===== src/hw/rtl/assert_macros.svh =====
// Assertion helpers shared by the RTL. Synthesis sees empty bodies.
`ifndef ASSERT_MACROS_SVH
`define ASSERT_MACROS_SVH

`ifndef SYNTHESIS

// Check a property on every rising clock edge outside reset.
`define ASSERT_PROP(lbl, clk_sig, rstn_sig, prop, msg) \
	lbl: assert property (@(posedge clk_sig) disable iff (!rstn_sig) prop) \
		else $error(msg);

// Check that a condition never holds outside reset.
`define ASSERT_NEVER(lbl, clk_sig, rstn_sig, cond, msg) \
	`ASSERT_PROP(lbl, clk_sig, rstn_sig, !(cond), msg)

`else

`define ASSERT_PROP(lbl, clk_sig, rstn_sig, prop, msg)
`define ASSERT_NEVER(lbl, clk_sig, rstn_sig, cond, msg)

`endif

`endif


===== src/hw/rtl/ugcn_pkg.sv =====
package ugcn_pkg;

	// Field and port widths
	localparam int unsigned POS_W      = 32;
	localparam int unsigned T_W        = POS_W + 2;
	localparam int unsigned CFG_DATA_W = 31;
	localparam int unsigned CFG_IDX_W  = 2;
	localparam int unsigned CPA_W      = 7;
	localparam int unsigned IDX_W      = 18;
	localparam int unsigned SLOT_W     = 5;
	localparam int unsigned S_TDATA_W  = 3 * POS_W;
	localparam int unsigned M_TDATA_W  = 24;

	// Defaults
	localparam int unsigned MAX_CELLS_DEF = 64;
	localparam int unsigned QUEUE_DEPTH   = 2;

	// Register reset values
	localparam logic [CFG_DATA_W-1:0] WORLD_HALF_RST = 31'd524288;
	localparam logic [CFG_DATA_W-1:0] CELL_SIZE_RST  = 31'd65536;
	localparam logic [CPA_W-1:0]      CPA_RST        = 7'd16;

	typedef enum logic [CFG_IDX_W-1:0] {
		REG_WORLD_HALF     = 2'd0,
		REG_CELL_SIZE      = 2'd1,
		REG_CELLS_PER_AXIS = 2'd2
	} cfg_reg_t;

	typedef enum logic {
		CMD_LOCATE     = 1'b0,
		CMD_NEIGHBOURS = 1'b1
	} cmd_t;

	typedef enum logic [1:0] {
		FE_IDLE,
		FE_RUN,
		FE_DONE
	} fe_state_t;

	typedef struct packed {
		logic [CFG_DATA_W-1:0] world_half;
		logic [CFG_DATA_W-1:0] cell_size;
		logic [CPA_W-1:0]      cells_per_axis;
	} cfg_t;

endpackage


===== src/hw/rtl/ugcn_fifo.sv =====
module ugcn_fifo #(
	parameter int unsigned WIDTH = 8,
	parameter int unsigned DEPTH = 2
) (
	input  logic             clk,
	input  logic             arst_n,
	input  logic             push_valid,
	output logic             push_ready,
	input  logic [WIDTH-1:0] push_data,
	output logic             pop_valid,
	input  logic             pop_ready,
	output logic [WIDTH-1:0] pop_data
);

	localparam int unsigned PW = $clog2(DEPTH);
	localparam int unsigned NW = $clog2(DEPTH + 1);

	logic [WIDTH-1:0] mem_q [DEPTH];
	logic [PW-1:0]    wr_ptr_q;
	logic [PW-1:0]    rd_ptr_q;
	logic [NW-1:0]    cnt_q;
	logic             push;
	logic             pop;

	assign push_ready = (cnt_q != NW'(DEPTH));
	assign pop_valid  = (cnt_q != '0);
	assign pop_data   = mem_q[rd_ptr_q];
	assign push       = push_valid && push_ready;
	assign pop        = pop_valid && pop_ready;

	// Advance pointers and occupancy
	always_ff @(posedge clk or negedge arst_n) begin
		if (!arst_n) begin
			wr_ptr_q <= '0;
			rd_ptr_q <= '0;
			cnt_q    <= '0;
		end else begin
			if (push) begin
				wr_ptr_q <= (wr_ptr_q == PW'(DEPTH - 1)) ? '0 : PW'(wr_ptr_q + PW'(1));
			end
			if (pop) begin
				rd_ptr_q <= (rd_ptr_q == PW'(DEPTH - 1)) ? '0 : PW'(rd_ptr_q + PW'(1));
			end
			if (push && !pop) begin
				cnt_q <= NW'(cnt_q + NW'(1));
			end else if (pop && !push) begin
				cnt_q <= NW'(cnt_q - NW'(1));
			end
		end
	end

	// Store entries
	always_ff @(posedge clk) begin
		if (push) begin
			mem_q[wr_ptr_q] <= push_data;
		end
	end

endmodule


===== src/hw/rtl/ugcn_front.sv =====
module ugcn_front
	import ugcn_pkg::*;
#(
	parameter int unsigned MAX_CELLS_PER_AXIS = MAX_CELLS_DEF,
	parameter int unsigned ENT_W = 1 + 3 * ($clog2(MAX_CELLS_PER_AXIS + 2) + 1)
) (
	input  logic                 clk,
	input  logic                 arst_n,
	input  cfg_t                 cfg,
	input  logic                 s_tvalid,
	output logic                 s_tready,
	input  logic                 s_tuser,
	input  logic [S_TDATA_W-1:0] s_tdata,
	output logic                 push_valid,
	input  logic                 push_ready,
	output logic [ENT_W-1:0]     push_data
);

	// Quotient bits: enough to tell every coordinate up to one past the grid
	localparam int unsigned QW   = $clog2(MAX_CELLS_PER_AXIS + 2);
	localparam int unsigned CW   = QW + 1;
	localparam int unsigned DW   = CFG_DATA_W + QW;
	localparam int unsigned CNTW = $clog2(QW);

	localparam logic signed [CW-1:0] C_MONE = '1;
	localparam logic signed [CW-1:0] C_MTWO = {{(CW - 1){1'b1}}, 1'b0};
	localparam logic signed [CW-1:0] C_SAT  = {1'b0, {QW{1'b1}}};

	fe_state_t state_q;
	fe_state_t state_d;

	logic                  s1_valid_q;
	logic                  cmd_s1;
	logic signed [T_W-1:0] t_s1 [3];

	logic [DW-1:0]          r_q    [3];
	logic [QW-1:0]          q_q    [3];
	logic                   fix_q  [3];
	logic signed [CW-1:0]   cfix_q [3];
	logic                   cmd_q;
	logic [DW-1:0]          d_q;
	logic [CNTW-1:0]        cnt_q;

	logic                   load;
	logic                   step;
	logic                   s_accept;
	logic [CFG_DATA_W-1:0]  cs_eff;
	logic signed [T_W-1:0]  nsum_w [3];
	logic                   ovf_w  [3];
	logic                   fix_w  [3];
	logic signed [CW-1:0]   cfix_w [3];
	logic signed [CW-1:0]   c_w    [3];

	assign cs_eff   = (cfg.cell_size == '0) ? CFG_DATA_W'(1) : cfg.cell_size;
	assign s_tready = !s1_valid_q || load;
	assign s_accept = s_tvalid && s_tready;

	// Input stage: offset each coordinate by half the world
	always_ff @(posedge clk or negedge arst_n) begin
		if (!arst_n) begin
			s1_valid_q <= 1'b0;
		end else if (s_accept) begin
			s1_valid_q <= 1'b1;
		end else if (load) begin
			s1_valid_q <= 1'b0;
		end
	end

	always_ff @(posedge clk) begin
		if (s_accept) begin
			cmd_s1 <= s_tuser;
			for (int a = 0; a < 3; a++) begin
				t_s1[a] <= $signed({{2{s_tdata[a*POS_W + POS_W - 1]}}, s_tdata[a*POS_W +: POS_W]})
					+ $signed({3'b000, cfg.world_half});
			end
		end
	end

	// Classify: negative offsets and quotients too wide for the quotient bits need no division
	always_comb begin
		for (int a = 0; a < 3; a++) begin
			nsum_w[a] = t_s1[a] + $signed({3'b000, cs_eff});
			ovf_w[a]  = DW'(t_s1[a][T_W-2:0]) >= {cs_eff, {QW{1'b0}}};
			fix_w[a]  = t_s1[a][T_W-1] || ovf_w[a];
			if (t_s1[a][T_W-1]) begin
				cfix_w[a] = nsum_w[a][T_W-1] ? C_MTWO : C_MONE;
			end else begin
				cfix_w[a] = C_SAT;
			end
		end
	end

	// Sequencer for the restoring divider
	always_ff @(posedge clk or negedge arst_n) begin
		if (!arst_n) begin
			state_q <= FE_IDLE;
		end else begin
			state_q <= state_d;
		end
	end

	always_comb begin
		state_d    = state_q;
		load       = 1'b0;
		step       = 1'b0;
		push_valid = 1'b0;
		case (state_q)
			FE_IDLE: begin
				if (s1_valid_q) begin
					load    = 1'b1;
					state_d = FE_RUN;
				end
			end
			FE_RUN: begin
				step = 1'b1;
				if (cnt_q == '0) begin
					state_d = FE_DONE;
				end
			end
			FE_DONE: begin
				push_valid = 1'b1;
				if (push_ready) begin
					if (s1_valid_q) begin
						load    = 1'b1;
						state_d = FE_RUN;
					end else begin
						state_d = FE_IDLE;
					end
				end
			end
			default: begin
				state_d = FE_IDLE;
			end
		endcase
	end

	// Load the operands, then one quotient bit per axis each cycle in the run state
	always_ff @(posedge clk) begin
		if (load) begin
			cmd_q <= cmd_s1;
			d_q   <= DW'({cs_eff, {(QW - 1){1'b0}}});
			cnt_q <= CNTW'(QW - 1);
			for (int a = 0; a < 3; a++) begin
				r_q[a]    <= DW'(t_s1[a][T_W-2:0]);
				q_q[a]    <= '0;
				fix_q[a]  <= fix_w[a];
				cfix_q[a] <= cfix_w[a];
			end
		end else if (step) begin
			d_q   <= d_q >> 1;
			cnt_q <= CNTW'(cnt_q - CNTW'(1));
			for (int a = 0; a < 3; a++) begin
				if (r_q[a] >= d_q) begin
					r_q[a] <= r_q[a] - d_q;
					q_q[a] <= {q_q[a][QW-2:0], 1'b1};
				end else begin
					q_q[a] <= {q_q[a][QW-2:0], 1'b0};
				end
			end
		end
	end

	// Pack coordinates for the queue
	always_comb begin
		for (int a = 0; a < 3; a++) begin
			c_w[a] = fix_q[a] ? cfix_q[a] : $signed({1'b0, q_q[a]});
		end
	end

	assign push_data = {c_w[2], c_w[1], c_w[0], cmd_q};

endmodule


===== src/hw/rtl/ugcn_back.sv =====
module ugcn_back
	import ugcn_pkg::*;
#(
	parameter int unsigned MAX_CELLS_PER_AXIS = MAX_CELLS_DEF,
	parameter int unsigned ENT_W = 1 + 3 * ($clog2(MAX_CELLS_PER_AXIS + 2) + 1)
) (
	input  logic                 clk,
	input  logic                 arst_n,
	input  cfg_t                 cfg,
	input  logic                 pop_valid,
	output logic                 pop_ready,
	input  logic [ENT_W-1:0]     pop_data,
	output logic                 m_tvalid,
	input  logic                 m_tready,
	output logic [M_TDATA_W-1:0] m_tdata,
	output logic                 m_tlast
);

	localparam int unsigned QW = $clog2(MAX_CELLS_PER_AXIS + 2);
	localparam int unsigned CW = QW + 1;
	localparam int unsigned NW = $clog2(MAX_CELLS_PER_AXIS + 1);
	localparam int unsigned SW = ((CW > NW + 1) ? CW : NW + 1) + 2;

	localparam logic signed [SW-1:0] S_ONE  = 1;
	localparam logic signed [SW-1:0] S_ZERO = 0;
	localparam logic signed [SW-1:0] S_MONE = '1;

	// Effective cell count and its square
	logic [NW-1:0]    n_calc;
	logic [2*NW-1:0]  nsq_w;
	logic [NW-1:0]    n_q;
	logic [IDX_W-1:0] nn_q;

	always_comb begin
		if (cfg.cells_per_axis == '0) begin
			n_calc = NW'(1);
		end else if (32'(cfg.cells_per_axis) > 32'(MAX_CELLS_PER_AXIS)) begin
			n_calc = NW'(MAX_CELLS_PER_AXIS);
		end else begin
			n_calc = NW'(cfg.cells_per_axis);
		end
	end

	assign nsq_w = (2 * NW)'(n_calc) * (2 * NW)'(n_calc);

	always_ff @(posedge clk) begin
		n_q  <= n_calc;
		nn_q <= IDX_W'(nsq_w);
	end

	// Box of in-bounds offsets per axis
	logic                   cmd_w;
	logic signed [CW-1:0]   c_w     [3];
	logic signed [SW-1:0]   ce_w    [3];
	logic signed [SW-1:0]   m_w     [3];
	logic signed [SW-1:0]   cl_w    [3];
	logic signed [SW-1:0]   start_w [3];
	logic signed [2:0]      lo_w    [3];
	logic signed [2:0]      hi_w    [3];
	logic signed [1:0]      lo_sel  [3];
	logic signed [1:0]      hi_sel  [3];
	logic [NW-1:0]          co_w    [3];
	logic signed [SW-1:0]   nm1_w;
	logic                   empty_w;
	logic [IDX_W-1:0]       yn_w;
	logic [IDX_W-1:0]       znn_w;
	logic [SLOT_W-1:0]      slot0_w;

	assign cmd_w = pop_data[0];
	assign nm1_w = $signed(SW'(n_q)) - S_ONE;

	always_comb begin
		empty_w = 1'b0;
		for (int a = 0; a < 3; a++) begin
			c_w[a]  = pop_data[1 + a*CW +: CW];
			ce_w[a] = SW'(c_w[a]);
			m_w[a]  = nm1_w - ce_w[a];
			if (ce_w[a] >= S_ONE) begin
				lo_w[a] = -3'sd1;
			end else if (ce_w[a] == S_ZERO) begin
				lo_w[a] = 3'sd0;
			end else if (ce_w[a] == S_MONE) begin
				lo_w[a] = 3'sd1;
			end else begin
				lo_w[a] = 3'sd2;
			end
			if (m_w[a] >= S_ONE) begin
				hi_w[a] = 3'sd1;
			end else if (m_w[a] == S_ZERO) begin
				hi_w[a] = 3'sd0;
			end else if (m_w[a] == S_MONE) begin
				hi_w[a] = -3'sd1;
			end else begin
				hi_w[a] = -3'sd2;
			end
			if (ce_w[a] < S_ZERO) begin
				cl_w[a] = S_ZERO;
			end else if (ce_w[a] > nm1_w) begin
				cl_w[a] = nm1_w;
			end else begin
				cl_w[a] = ce_w[a];
			end
			if (cmd_w == CMD_NEIGHBOURS) begin
				start_w[a] = ce_w[a] + SW'(lo_w[a]);
				lo_sel[a]  = lo_w[a][1:0];
				hi_sel[a]  = hi_w[a][1:0];
				if (lo_w[a] > hi_w[a]) begin
					empty_w = 1'b1;
				end
			end else begin
				start_w[a] = cl_w[a];
				lo_sel[a]  = 2'sd0;
				hi_sel[a]  = 2'sd0;
			end
			co_w[a] = NW'(start_w[a]);
		end
	end

	assign yn_w    = IDX_W'(co_w[1]) * IDX_W'(n_q);
	assign znn_w   = IDX_W'(co_w[2]) * nn_q;
	assign slot0_w = SLOT_W'(9 * (int'(lo_sel[2]) + 1) + 3 * (int'(lo_sel[1]) + 1)
		+ int'(lo_sel[0]) + 1);

	// Setup stage
	logic              s1_valid_q;
	logic              empty_s1;
	logic signed [1:0] lo_s1 [3];
	logic signed [1:0] hi_s1 [3];
	logic [IDX_W-1:0]  x0_s1;
	logic [IDX_W-1:0]  yn_s1;
	logic [IDX_W-1:0]  znn_s1;
	logic [SLOT_W-1:0] slot0_s1;
	logic              s1_move;
	logic              walk_free;

	assign pop_ready = !s1_valid_q || s1_move;
	assign s1_move   = s1_valid_q && walk_free;

	always_ff @(posedge clk or negedge arst_n) begin
		if (!arst_n) begin
			s1_valid_q <= 1'b0;
		end else if (pop_ready) begin
			s1_valid_q <= pop_valid;
		end
	end

	always_ff @(posedge clk) begin
		if (pop_ready && pop_valid) begin
			empty_s1 <= empty_w;
			x0_s1    <= IDX_W'(co_w[0]);
			yn_s1    <= yn_w;
			znn_s1   <= znn_w;
			slot0_s1 <= slot0_w;
			for (int a = 0; a < 3; a++) begin
				lo_s1[a] <= lo_sel[a];
				hi_s1[a] <= hi_sel[a];
			end
		end
	end

	// Walker: steps through the box, x fastest, and doubles as output register
	logic              act_q;
	logic signed [1:0] dx_q;
	logic signed [1:0] dy_q;
	logic signed [1:0] dz_q;
	logic signed [1:0] lox_q;
	logic signed [1:0] loy_q;
	logic signed [1:0] hix_q;
	logic signed [1:0] hiy_q;
	logic signed [1:0] hiz_q;
	logic [IDX_W-1:0]  idx_q;
	logic [IDX_W-1:0]  row_q;
	logic [IDX_W-1:0]  plane_q;
	logic [SLOT_W-1:0] slot_q;
	logic [SLOT_W-1:0] srow_q;
	logic [SLOT_W-1:0] splane_q;
	logic [IDX_W-1:0]  idx0_w;
	logic [IDX_W-1:0]  row_nx;
	logic [IDX_W-1:0]  plane_nx;
	logic [SLOT_W-1:0] srow_nx;
	logic [SLOT_W-1:0] splane_nx;
	logic              last_now;
	logic              adv;

	assign last_now  = (dx_q == hix_q) && (dy_q == hiy_q) && (dz_q == hiz_q);
	assign walk_free = !act_q || (m_tready && last_now);
	assign adv       = act_q && m_tready && !last_now;
	assign idx0_w    = x0_s1 + yn_s1 + znn_s1;
	assign row_nx    = row_q + IDX_W'(n_q);
	assign plane_nx  = plane_q + nn_q;
	assign srow_nx   = srow_q + SLOT_W'(3);
	assign splane_nx = splane_q + SLOT_W'(9);

	always_ff @(posedge clk or negedge arst_n) begin
		if (!arst_n) begin
			act_q <= 1'b0;
		end else if (s1_move) begin
			act_q <= !empty_s1;
		end else if (act_q && m_tready && last_now) begin
			act_q <= 1'b0;
		end
	end

	always_ff @(posedge clk) begin
		if (s1_move) begin
			dx_q     <= lo_s1[0];
			dy_q     <= lo_s1[1];
			dz_q     <= lo_s1[2];
			lox_q    <= lo_s1[0];
			loy_q    <= lo_s1[1];
			hix_q    <= hi_s1[0];
			hiy_q    <= hi_s1[1];
			hiz_q    <= hi_s1[2];
			idx_q    <= idx0_w;
			row_q    <= idx0_w;
			plane_q  <= idx0_w;
			slot_q   <= slot0_s1;
			srow_q   <= slot0_s1;
			splane_q <= slot0_s1;
		end else if (adv) begin
			if (dx_q != hix_q) begin
				dx_q   <= dx_q + 2'sd1;
				idx_q  <= idx_q + IDX_W'(1);
				slot_q <= slot_q + SLOT_W'(1);
			end else if (dy_q != hiy_q) begin
				dx_q   <= lox_q;
				dy_q   <= dy_q + 2'sd1;
				idx_q  <= row_nx;
				row_q  <= row_nx;
				slot_q <= srow_nx;
				srow_q <= srow_nx;
			end else begin
				dx_q     <= lox_q;
				dy_q     <= loy_q;
				dz_q     <= dz_q + 2'sd1;
				idx_q    <= plane_nx;
				row_q    <= plane_nx;
				plane_q  <= plane_nx;
				slot_q   <= splane_nx;
				srow_q   <= splane_nx;
				splane_q <= splane_nx;
			end
		end
	end

	assign m_tvalid = act_q;
	assign m_tlast  = last_now;
	assign m_tdata  = {1'b0, slot_q, idx_q};

endmodule


===== src/hw/rtl/uniform_grid_cell_neighbourhood_unit.sv =====
// Uniform grid cell indexer. Each input transaction carries a signed Q16.16 position
// (tdata) and a command (tuser: 0 locate, 1 neighbourhood). Per axis the cell
// coordinate is floor((pos + world_half) / cell_size). Locate returns one transaction
// with the clamped linear index x + y*N + z*N*N and slot 13; neighbourhood returns
// one transaction per in-bounds cell of the 3x3x3 block, z outermost and x fastest,
// possibly none at all, with tlast on the final one. The front end runs a restoring
// divider on all three axes at once, and its input register can take the next
// transaction while the current one is being divided; the back end walks only the
// in-bounds box and gives one result per cycle while m_tready is high. A transaction
// yields one result in locate mode and up to 27 in neighbourhood mode. A two entry
// queue and the result register let a new transaction enter while results are still
// waiting to be taken. Write configuration only while the block is idle.
module uniform_grid_cell_neighbourhood_unit
	import ugcn_pkg::*;
#(
	parameter int unsigned MAX_CELLS_PER_AXIS = MAX_CELLS_DEF
) (
	input  logic                  clk,
	input  logic                  arst_n,
	input  logic                  cfg_we,
	input  logic [CFG_IDX_W-1:0]  cfg_index,
	input  logic [CFG_DATA_W-1:0] cfg_wdata,
	input  logic                  s_tvalid,
	output logic                  s_tready,
	input  logic [S_TDATA_W-1:0]  s_tdata,   // pos_x, pos_y, pos_z
	input  logic                  s_tuser,   // cmd
	output logic                  m_tvalid,
	input  logic                  m_tready,
	output logic [M_TDATA_W-1:0]  m_tdata,   // cell_index, neighbour_slot, zero pad
	output logic                  m_tlast
);

	`include "assert_macros.svh"

	localparam int unsigned QW    = $clog2(MAX_CELLS_PER_AXIS + 2);
	localparam int unsigned ENT_W = 1 + 3 * (QW + 1);

	cfg_t cfg_q;

	// Configuration registers
	always_ff @(posedge clk or negedge arst_n) begin
		if (!arst_n) begin
			cfg_q.world_half     <= WORLD_HALF_RST;
			cfg_q.cell_size      <= CELL_SIZE_RST;
			cfg_q.cells_per_axis <= CPA_RST;
		end else if (cfg_we) begin
			case (cfg_reg_t'(cfg_index))
				REG_WORLD_HALF:     cfg_q.world_half     <= cfg_wdata;
				REG_CELL_SIZE:      cfg_q.cell_size      <= cfg_wdata;
				REG_CELLS_PER_AXIS: cfg_q.cells_per_axis <= cfg_wdata[CPA_W-1:0];
				default: begin
				end
			endcase
		end
	end

	logic             push_valid;
	logic             push_ready;
	logic [ENT_W-1:0] push_data;
	logic             pop_valid;
	logic             pop_ready;
	logic [ENT_W-1:0] pop_data;

	ugcn_front #(
		.MAX_CELLS_PER_AXIS (MAX_CELLS_PER_AXIS),
		.ENT_W              (ENT_W)
	) u_front (
		.clk        (clk),
		.arst_n     (arst_n),
		.cfg        (cfg_q),
		.s_tvalid   (s_tvalid),
		.s_tready   (s_tready),
		.s_tuser    (s_tuser),
		.s_tdata    (s_tdata),
		.push_valid (push_valid),
		.push_ready (push_ready),
		.push_data  (push_data)
	);

	ugcn_fifo #(
		.WIDTH (ENT_W),
		.DEPTH (QUEUE_DEPTH)
	) u_queue (
		.clk        (clk),
		.arst_n     (arst_n),
		.push_valid (push_valid),
		.push_ready (push_ready),
		.push_data  (push_data),
		.pop_valid  (pop_valid),
		.pop_ready  (pop_ready),
		.pop_data   (pop_data)
	);

	ugcn_back #(
		.MAX_CELLS_PER_AXIS (MAX_CELLS_PER_AXIS),
		.ENT_W              (ENT_W)
	) u_back (
		.clk       (clk),
		.arst_n    (arst_n),
		.cfg       (cfg_q),
		.pop_valid (pop_valid),
		.pop_ready (pop_ready),
		.pop_data  (pop_data),
		.m_tvalid  (m_tvalid),
		.m_tready  (m_tready),
		.m_tdata   (m_tdata),
		.m_tlast   (m_tlast)
	);

	// Results of one neighbourhood come without gaps and in rising slot order
	logic [SLOT_W-1:0] m_slot;
	logic              out_step;
	logic              far_open;

	assign m_slot   = m_tdata[IDX_W +: SLOT_W];
	assign out_step = m_tvalid && m_tready && !m_tlast;
	assign far_open = m_tvalid && !m_tlast && (m_slot == SLOT_W'(26));

	`ASSERT_PROP(a_no_gap, clk, arst_n, out_step |=> m_tvalid, "gap inside a run")
	`ASSERT_PROP(a_slot_rise, clk, arst_n, out_step |=> (m_slot > $past(m_slot)), "slot order broken")
	`ASSERT_NEVER(a_corner_last, clk, arst_n, far_open, "far corner not last")

endmodule

===== config.mk =====
export PLATFORM = sky130hd
export DESIGN_NAME = uniform_grid_cell_neighbourhood_unit
export DESIGN_NICKNAME = d
export VERILOG_FILES = /design/src/hw/rtl/ugcn_pkg.sv /design/src/hw/rtl/ugcn_fifo.sv /design/src/hw/rtl/ugcn_front.sv /design/src/hw/rtl/ugcn_back.sv /design/src/hw/rtl/uniform_grid_cell_neighbourhood_unit.sv
export VERILOG_INCLUDE_DIRS = /design/src /design/src/hw/rtl
export SDC_FILE = /design/constraint.sdc
export NUM_CORES = 2
export LEC_CHECK = 0
export BUFFER_PORTS_ARGS = -buffer_cell sky130_fd_sc_hd__buf_2
export CORE_ASPECT_RATIO = 2
export CORE_MARGIN = 2
export CORE_UTILIZATION = 55
export CTS_BUF_LIST = sky130_fd_sc_hd__clkbuf_2
export DETAILED_ROUTE_END_ITERATION = 8
export GPL_ROUTABILITY_DRIVEN = 0
export PLACE_DENSITY = 0.72
export REMOVE_ABC_BUFFERS = 1
export SYNTH_ARGS = -nofsm -noshare
export SYNTH_HDL_FRONTEND = slang
export SYNTH_HIERARCHICAL = 1
export SYNTH_SLANG_ARGS = --single-unit

===== constraint.sdc =====
create_clock -name clk -period 17.5 [get_ports clk]
set_input_delay 4.375 -clock clk [delete_from_list [all_inputs] [get_ports clk]]
set_output_delay 4.375 -clock clk [all_outputs]
set_load 0.005 [all_outputs]

## After elaboration in Yosys (flattened, before gate mapping)

Memory sizes are Yosys's and may differ from the RTL's. A register that Yosys moved wholly into a read port is not among the register bits.
Index checks and enable logic that the tools add are counted.

- Add/sub/neg operators: 37
- Multipliers: 5
- Divide/modulo/power cells: 0
- $lt $le $gt $ge: 22
- Eq/ne operators: 21
- Shifts and indexed selects: 0
- Multiplexer cells: 145
- Bitwise logic cells: 9
- Reductions and logical operators: 48

Operator list:

| operator | count |
|---|---|
| $mux W18 | 11 |
| $mux W7 | 17 |
| $ge A33 B38 Y1 | 3 |
| $ge A38 B37 Y1 | 3 |
| $mux W38 | 3 |
| $sub A38 B37 Y38 | 3 |
| $add A34 B32 Y34 | 3 |
| $add A32 B32 Y33 | 3 |
| $mux W37 | 2 |
| $logic_not A10 Y1 | 6 |
| $mux W1 | 55 |
| $mux W5 | 11 |
| $mux W2 | 25 |
| $mux W8 | 6 |
| $mux W3 | 12 |
| $mul A3 B32 Y5 const A | 1 |
| $mul A5 B32 Y5 const A | 1 |
| $logic_not A31 Y1 | 1 |
| $mux W31 | 1 |
| $eq A10 B1 Y1 const B | 3 |
| $ge A10 B2 Y1 const B | 3 |
| $mul A7 B7 Y14 | 2 |
| $sub A8 B8 Y9 | 3 |
| $eq A8 B1 Y1 const B | 3 |
| other kinds (42) | 106 |

- Bits in registers: 265
- Latch bits: 0
- RAM bits: 326
- ROM bits: 0
- Input port bits: 135
- Output and inout bits: 27
- Logic and storage cells: 328
- Memories kept: 8

Memory list:

| memory | words | bits a word | rd ports | clocked after Yosys merged registers in | write ports | line | text |
|---|---|---|---|---|---|---|---|
| u_front.r_q | 3 | 38 | 3 | 0 | 3 | ugcn_front.sv:36 | `logic [DW-1:0] r_q [3];` |
| u_front.t_s1 | 3 | 34 | 3 | 0 | 3 | ugcn_front.sv:34 | `logic signed [T_W-1:0] t_s1 [3];` |
| u_queue.mem_q | 2 | 25 | 1 | 0 | 1 | ugcn_fifo.sv:18 | `logic [WIDTH-1:0] mem_q [DEPTH];` |
| u_front.cfix_q | 3 | 8 | 3 | 0 | 3 | ugcn_front.sv:39 | `logic signed [CW-1:0] cfix_q [3];` |
| u_front.q_q | 3 | 7 | 3 | 0 | 3 | ugcn_front.sv:37 | `logic [QW-1:0] q_q [3];` |
| u_back.hi_s1 | 3 | 2 | 3 | 3 | 3 | ugcn_back.sv:128 | `logic signed [1:0] hi_s1 [3];` |
| 2 more memories | -- | -- | -- | -- | -- | -- |  |

## Logic depth before layout (Yosys ltp)

- Depth after elaboration: 13
- Depth in mapped cells: 31
- Depth with buffers taken out: 29

## Hierarchy

Netlist, hierarchy kept.

Modules (own cells, without submodules):

| module | times used | cells each | area an instance (sq um) | seq. area each (sq um) |
|---|---|---|---|---|
| ugcn_front | 1 | 2547 | 25075.3 | 8533.2 |
| ugcn_back | 1 | 1870 | 17397.9 | 4694.5 |
| uniform_grid_cell_neighbourhood_unit | 1 | 147 | 2572.5 | 1730.4 |
| ugcn_fifo | 1 | 96 | 2099.5 | 1601.5 |

## Worst setup path before layout

No wires, ideal clock.

- Path type: input port to flip-flop
- From: in s_tdata[77]
- To: mem u_front/t_s1[0][98] in the netlist's numbering, data pin
- Library setup time: 258 ps
- Data arrival time: 7041 ps
- Data required time: 17242 ps
- Path slack: 10201 ps
- Stages on the path: 11
- Path through: ha_1 a21o_1 a21o_1 a2111oi_0 nor2_1 a311oi_1 o21ai_0 o31a_1 a221o_1 a31o_2 xor2_1

RTL lines:

| element | line | text |
|---|---|---|
| start, declared | uniform_grid_cell_neighbourhood_unit.sv:25 | `input logic [S_TDATA_W-1:0] s_tdata,` |
| end, declared | ugcn_front.sv:34 |  |

## Worst setup path in the final report

- From: reg u_back.n_q[0]
- To: reg u_back.znn_s1[16], data pin

- Longest elaborated chain between the ends: 6

Ends and longest elaborated chain:

| element | line | text |
|---|---|---|
| start, declared | ugcn_back.sv:31 | `logic [NW-1:0] n_q;` |
| start signal, assigned | ugcn_back.sv:47 | `n_q <= n_calc;` |
| $sub A7 B1 Y8 * | ugcn_back.sv:70 | `assign nm1_w = $signed(SW'(n_q)) - S_ONE;` |
| $gt A8 B8 Y1 | ugcn_back.sv:98 | `end else if (ce_w[a] > nm1_w) begin` |
| $mux W7 * | ugcn_back.sv:98 |  |
| $mux W7 * | ugcn_back.sv:96 | `if (ce_w[a] < S_ZERO) begin` |
| $mux W7 * | ugcn_back.sv:103 | `if (cmd_w == CMD_NEIGHBOURS) begin` |
| $mul A7 B14 Y18 * | ugcn_back.sv:120 | `assign znn_w = IDX_W'(co_w[2]) * nn_q;` |
| via u_back.znn_w[16] | ugcn_back.sv:66 | `logic [IDX_W-1:0] znn_w;` |
| end signal, assigned | ugcn_back.sv:152 | `znn_s1 <= znn_w;` |
| end, declared | ugcn_back.sv:131 | `logic [IDX_W-1:0] znn_s1;` |

The timed path passes the listed nets; every way through them passes the cells marked *.
A chain may end at the register's enable or synchronous reset.

==> metrics.log <==
INFO  metric multi_input_comb_area = between 0.02 and 0.03 sq mm
INFO  metric dpl-instance-area = between 0.04 and 0.05 sq mm
INFO  metric floorplan.die.height = around 420 um
INFO  metric final_area = between 0.05 and 0.06 sq mm
INFO  metric critical_path.slowest_cell = o22ai_1
INFO  metric synth.yosys.seq_area_share = about a third
INFO  metric fin_worst_skew = around 0.13 ns
INFO  metric timing.final.crit_period = about 8.5 ns
INFO  metric status = complete, no violations
INFO  metric maxSlewHeadroom = between 10 and 15%
INFO  metric detail_route.wirelength = about 130 mm
INFO  metric placementRows = roughly 150
INFO  metric routedWlPerCell = ~22 um
INFO  metric rsz_0062_raised_after_global_routing = no
INFO  metric cap_violations = 0
INFO  metric cts_post_setup_buffers_inserted = 0
INFO  metric critical-path-max-stage-delay = ~0.73 ns
INFO  metric timing.final.setup_violations = 0
INFO  metric nFillCells = approximately 7.4k
INFO  metric timing.critical_path.from_type = flop
INFO  metric grt_pass1_vias = 39.8k
INFO  metric critical_path.endpoint = u_back/znn_s1[16]$_DFFE_PP_
INFO  metric syn_inst = between 4k and 5k
INFO  metric crit_path_frequent_cell = ha_1
INFO  metric cp-startpoint = u_back/n_q[0]$_DFF_P_
INFO  metric reg2reg_to = u_back/znn_s1[16]$_DFFE_PP_
INFO  metric grt.total_usage = a little under a third
INFO  metric layout_setup_ws = between 8 and 9 ns
INFO  metric die_area = between 0.08 and 0.09 sq mm
INFO  metric place.port_buffers = 160
INFO  metric layout.cells.non_filler = 6061
INFO  metric edff_count_synth = about 470
INFO  metric drc_violations_left = 0
INFO  metric cp.depth = 28
INFO  metric cp_data_required_time = 18.72 ns
INFO  metric num-nets-final = approximately 5.7k
INFO  metric hold_buffers = 0
INFO  metric synth-warning-count = 6
INFO  metric first_iter_violations = 2120
INFO  metric critical_path.endpoint_type = flop
INFO  metric clk_pin_slew_worst_paths = 0.12 ns
INFO  metric worstPathBufferInverterCount = 6
INFO  metric final_common_cell = ha_1
INFO  metric syn-mean-instance-area = 10.1 sq um
INFO  metric routed-via-count = 37.6k
INFO  metric yosysUniqueCellTypes = approximately 110
INFO  metric final_cell_mix = 562 x ha_1, 467 x edfxtp_1, 332 x a21oi_1
INFO  metric dpl_ws = approximately 9.1 ns
INFO  metric clk-insertion-delay-late = around 1.5 ns
INFO  metric timing.hold.worst.class = flop to flop
INFO  metric initial_utilization = between 50% and 60%
INFO  metric cts_tree = built
INFO  metric drtPass1Iterations = 6
INFO  metric ios = roughly 160
INFO  metric crit-reg2reg-launch = u_back/n_q[0]$_DFF_P_
INFO  metric dieWidth = 211 um
INFO  metric clock-root-buffer = clkbuf_2
INFO  metric wire_length_of_the_first_global_routing_pass = a little over 200 mm
INFO  metric post-dp-hpwl = ~100 mm
INFO  metric dp_cells = about 5.8k
INFO  metric worst_pin_slew = 1.30 ns
INFO  metric pin_count_of_the_biggest_net_entering_global_routing = between 60 and 70
INFO  metric design.core.area = 0.0848 sq mm
INFO  metric numClockSinks = between 500 and 600
INFO  metric critical_path.max_fanout = 18
INFO  metric ctsLongestPathBuffers = 3
INFO  metric grt_overflow_total = 0
INFO  metric critical_path_class = flop to flop
INFO  metric critPathArrivalTime = approximately 9.7 ns
INFO  metric grt_antenna_before_repair = 2
INFO  metric drv_slew = 0
INFO  metric timing.setup.tns = 0 ns
INFO  metric ys_dominant_reg_cell = edfxtp_1
INFO  metric synth-seq-cells = 574
INFO  metric timing_hold_violations_final = 0
INFO  metric async_flop_share = 13.6%
INFO  metric vias_per_cell = 6.20
INFO  metric ff2ff_path_depth = 28
INFO  metric cts_htree_levels = 4
INFO  metric drive_above_1_share = between 10% and 20%
INFO  metric layout-area-overhead-vs-synth = 7.08%
INFO  metric ant_nets = 0
INFO  metric fmaxAchievable = 0.118 GHz
INFO  metric synth.cell_area = 0.0471 sq mm
INFO  metric numCtsBuffers = between 100 and 150
INFO  metric setup.reg_to_reg.worst_slack = 9.00 ns
INFO  metric area_taken_by_flip_flops_and_latches = around 0.017 sq mm
INFO  metric fin_crit_sh = between 40% and 50%
INFO  metric critPathTopFamily = compound AO/OA/AOI/OAI gates
INFO  metric post_cts_resize_count = 0
## synthesized netlist by cell type (all sizes together) (75+ instances only)
cell type | n | share of area (%)
o21ai | 271 | 2.9
nand3 | 81 | 0.86
dfrtp | 75 | 4.0
and2 | 101 | 1.3
xor2 | 100 | 1.9
edfxtp | 467 | 30
a21oi | 332 | 3.5
inv | 331 | 2.6
mux2 | 190 | 4.9
ha | 562 | 15
clkbuf | 100 | 0.80
xnor2 | 230 | 4.3
a21o | 143 | 2.3
nand2 | 306 | 2.4
fa | 116 | 4.9
nor2b | 89 | 1.2
nor2 | 235 | 1.9
## layout make-up
cell class / count / share of cell area (%)
antenna: 4 / 0.0198
clock buffer: 166 / 1.65
clock inverter: 81 / 1.12
inverter: 333 / 2.48
multi-input combinational: 3630 / 57.1
sequential: 574 / 32.8
tap: 1071 / 2.65
timing repair buffer: 202 / 2.22
## routing by layer
metal  vias up  part of all wire (%)  GRT usage, %
li1      17600                     -             -
met1     18100                    31          25.5
met2      1249                    55          58.8
met3       573                   4.2          4.90
met4         0                   9.4          25.7
met5         -                     0             0
## metrics by stage
stage | hold WS, ns | util [%]
2_1_floorplan | 0.395 | -
3_3_place_gp | 0.404 | 57.9
3_5_place_dp | 0.405 | 57.9
4_1_cts | 0.436 | 59.5
5_1_grt | 0.446 | 59.5
6_report | 0.416 | 59.5
## state kept, by name, indices dropped and copies added (netlist names), 21 cells and up
signal,cells
cfg_q,69
u_front/d_q,37
u_front/q_q,21
u_front/r_q,114
u_front/t_s1,99
u_queue/mem_q,50
## worst min-delay path by stage
stage                                                start                     endpoint  depth (start not counted)  slack [ns]
after floorplan                  u_back/empty_s1$_DFFE_PP_  u_back/m_tvalid$_DFFE_PN0P_                          1        0.40
after global placement    u_back/hi_s1[0][4]$_SDFFCE_PN0P_    u_back/hiz_q[0]$_DFFE_PP_                          0        0.40
after detailed placement          u_front/cmd_s1$_DFFE_PP_      u_front/cmd_q$_DFFE_PP_                          0        0.41
after CTS                 u_back/hi_s1[0][4]$_SDFFCE_PN0P_    u_back/hiz_q[0]$_DFFE_PP_                          0        0.44
after global routing      u_back/hi_s1[0][4]$_SDFFCE_PN0P_    u_back/hiz_q[0]$_DFFE_PP_                          0        0.45
final                     u_back/hi_s1[0][4]$_SDFFCE_PN0P_    u_back/hiz_q[0]$_DFFE_PP_                          0        0.42
## cell families (layout without fill, tap and decap cells)
logic type | Yosys count | in the layout | synth area share [%]
AO/OA/AOI/OAI | 1226 | 1226 | 16.8
XOR/XNOR | 331 | 331 | 6.19
adder cells (fa/ha/maj) | 680 | 680 | 19.9
buffers and inverters | 468 | 782 | 4.00
flip-flops | 574 | 574 | 35.1
multiplexers | 215 | 215 | 5.48
other | 2 | 18 | 0.0159
AND/OR/NAND/NOR | 1164 | 1164 | 12.5
Power is left out: the tool's default activity adds up to more than one toggle a clock period on the data nets, which glitch-free logic cannot reach.
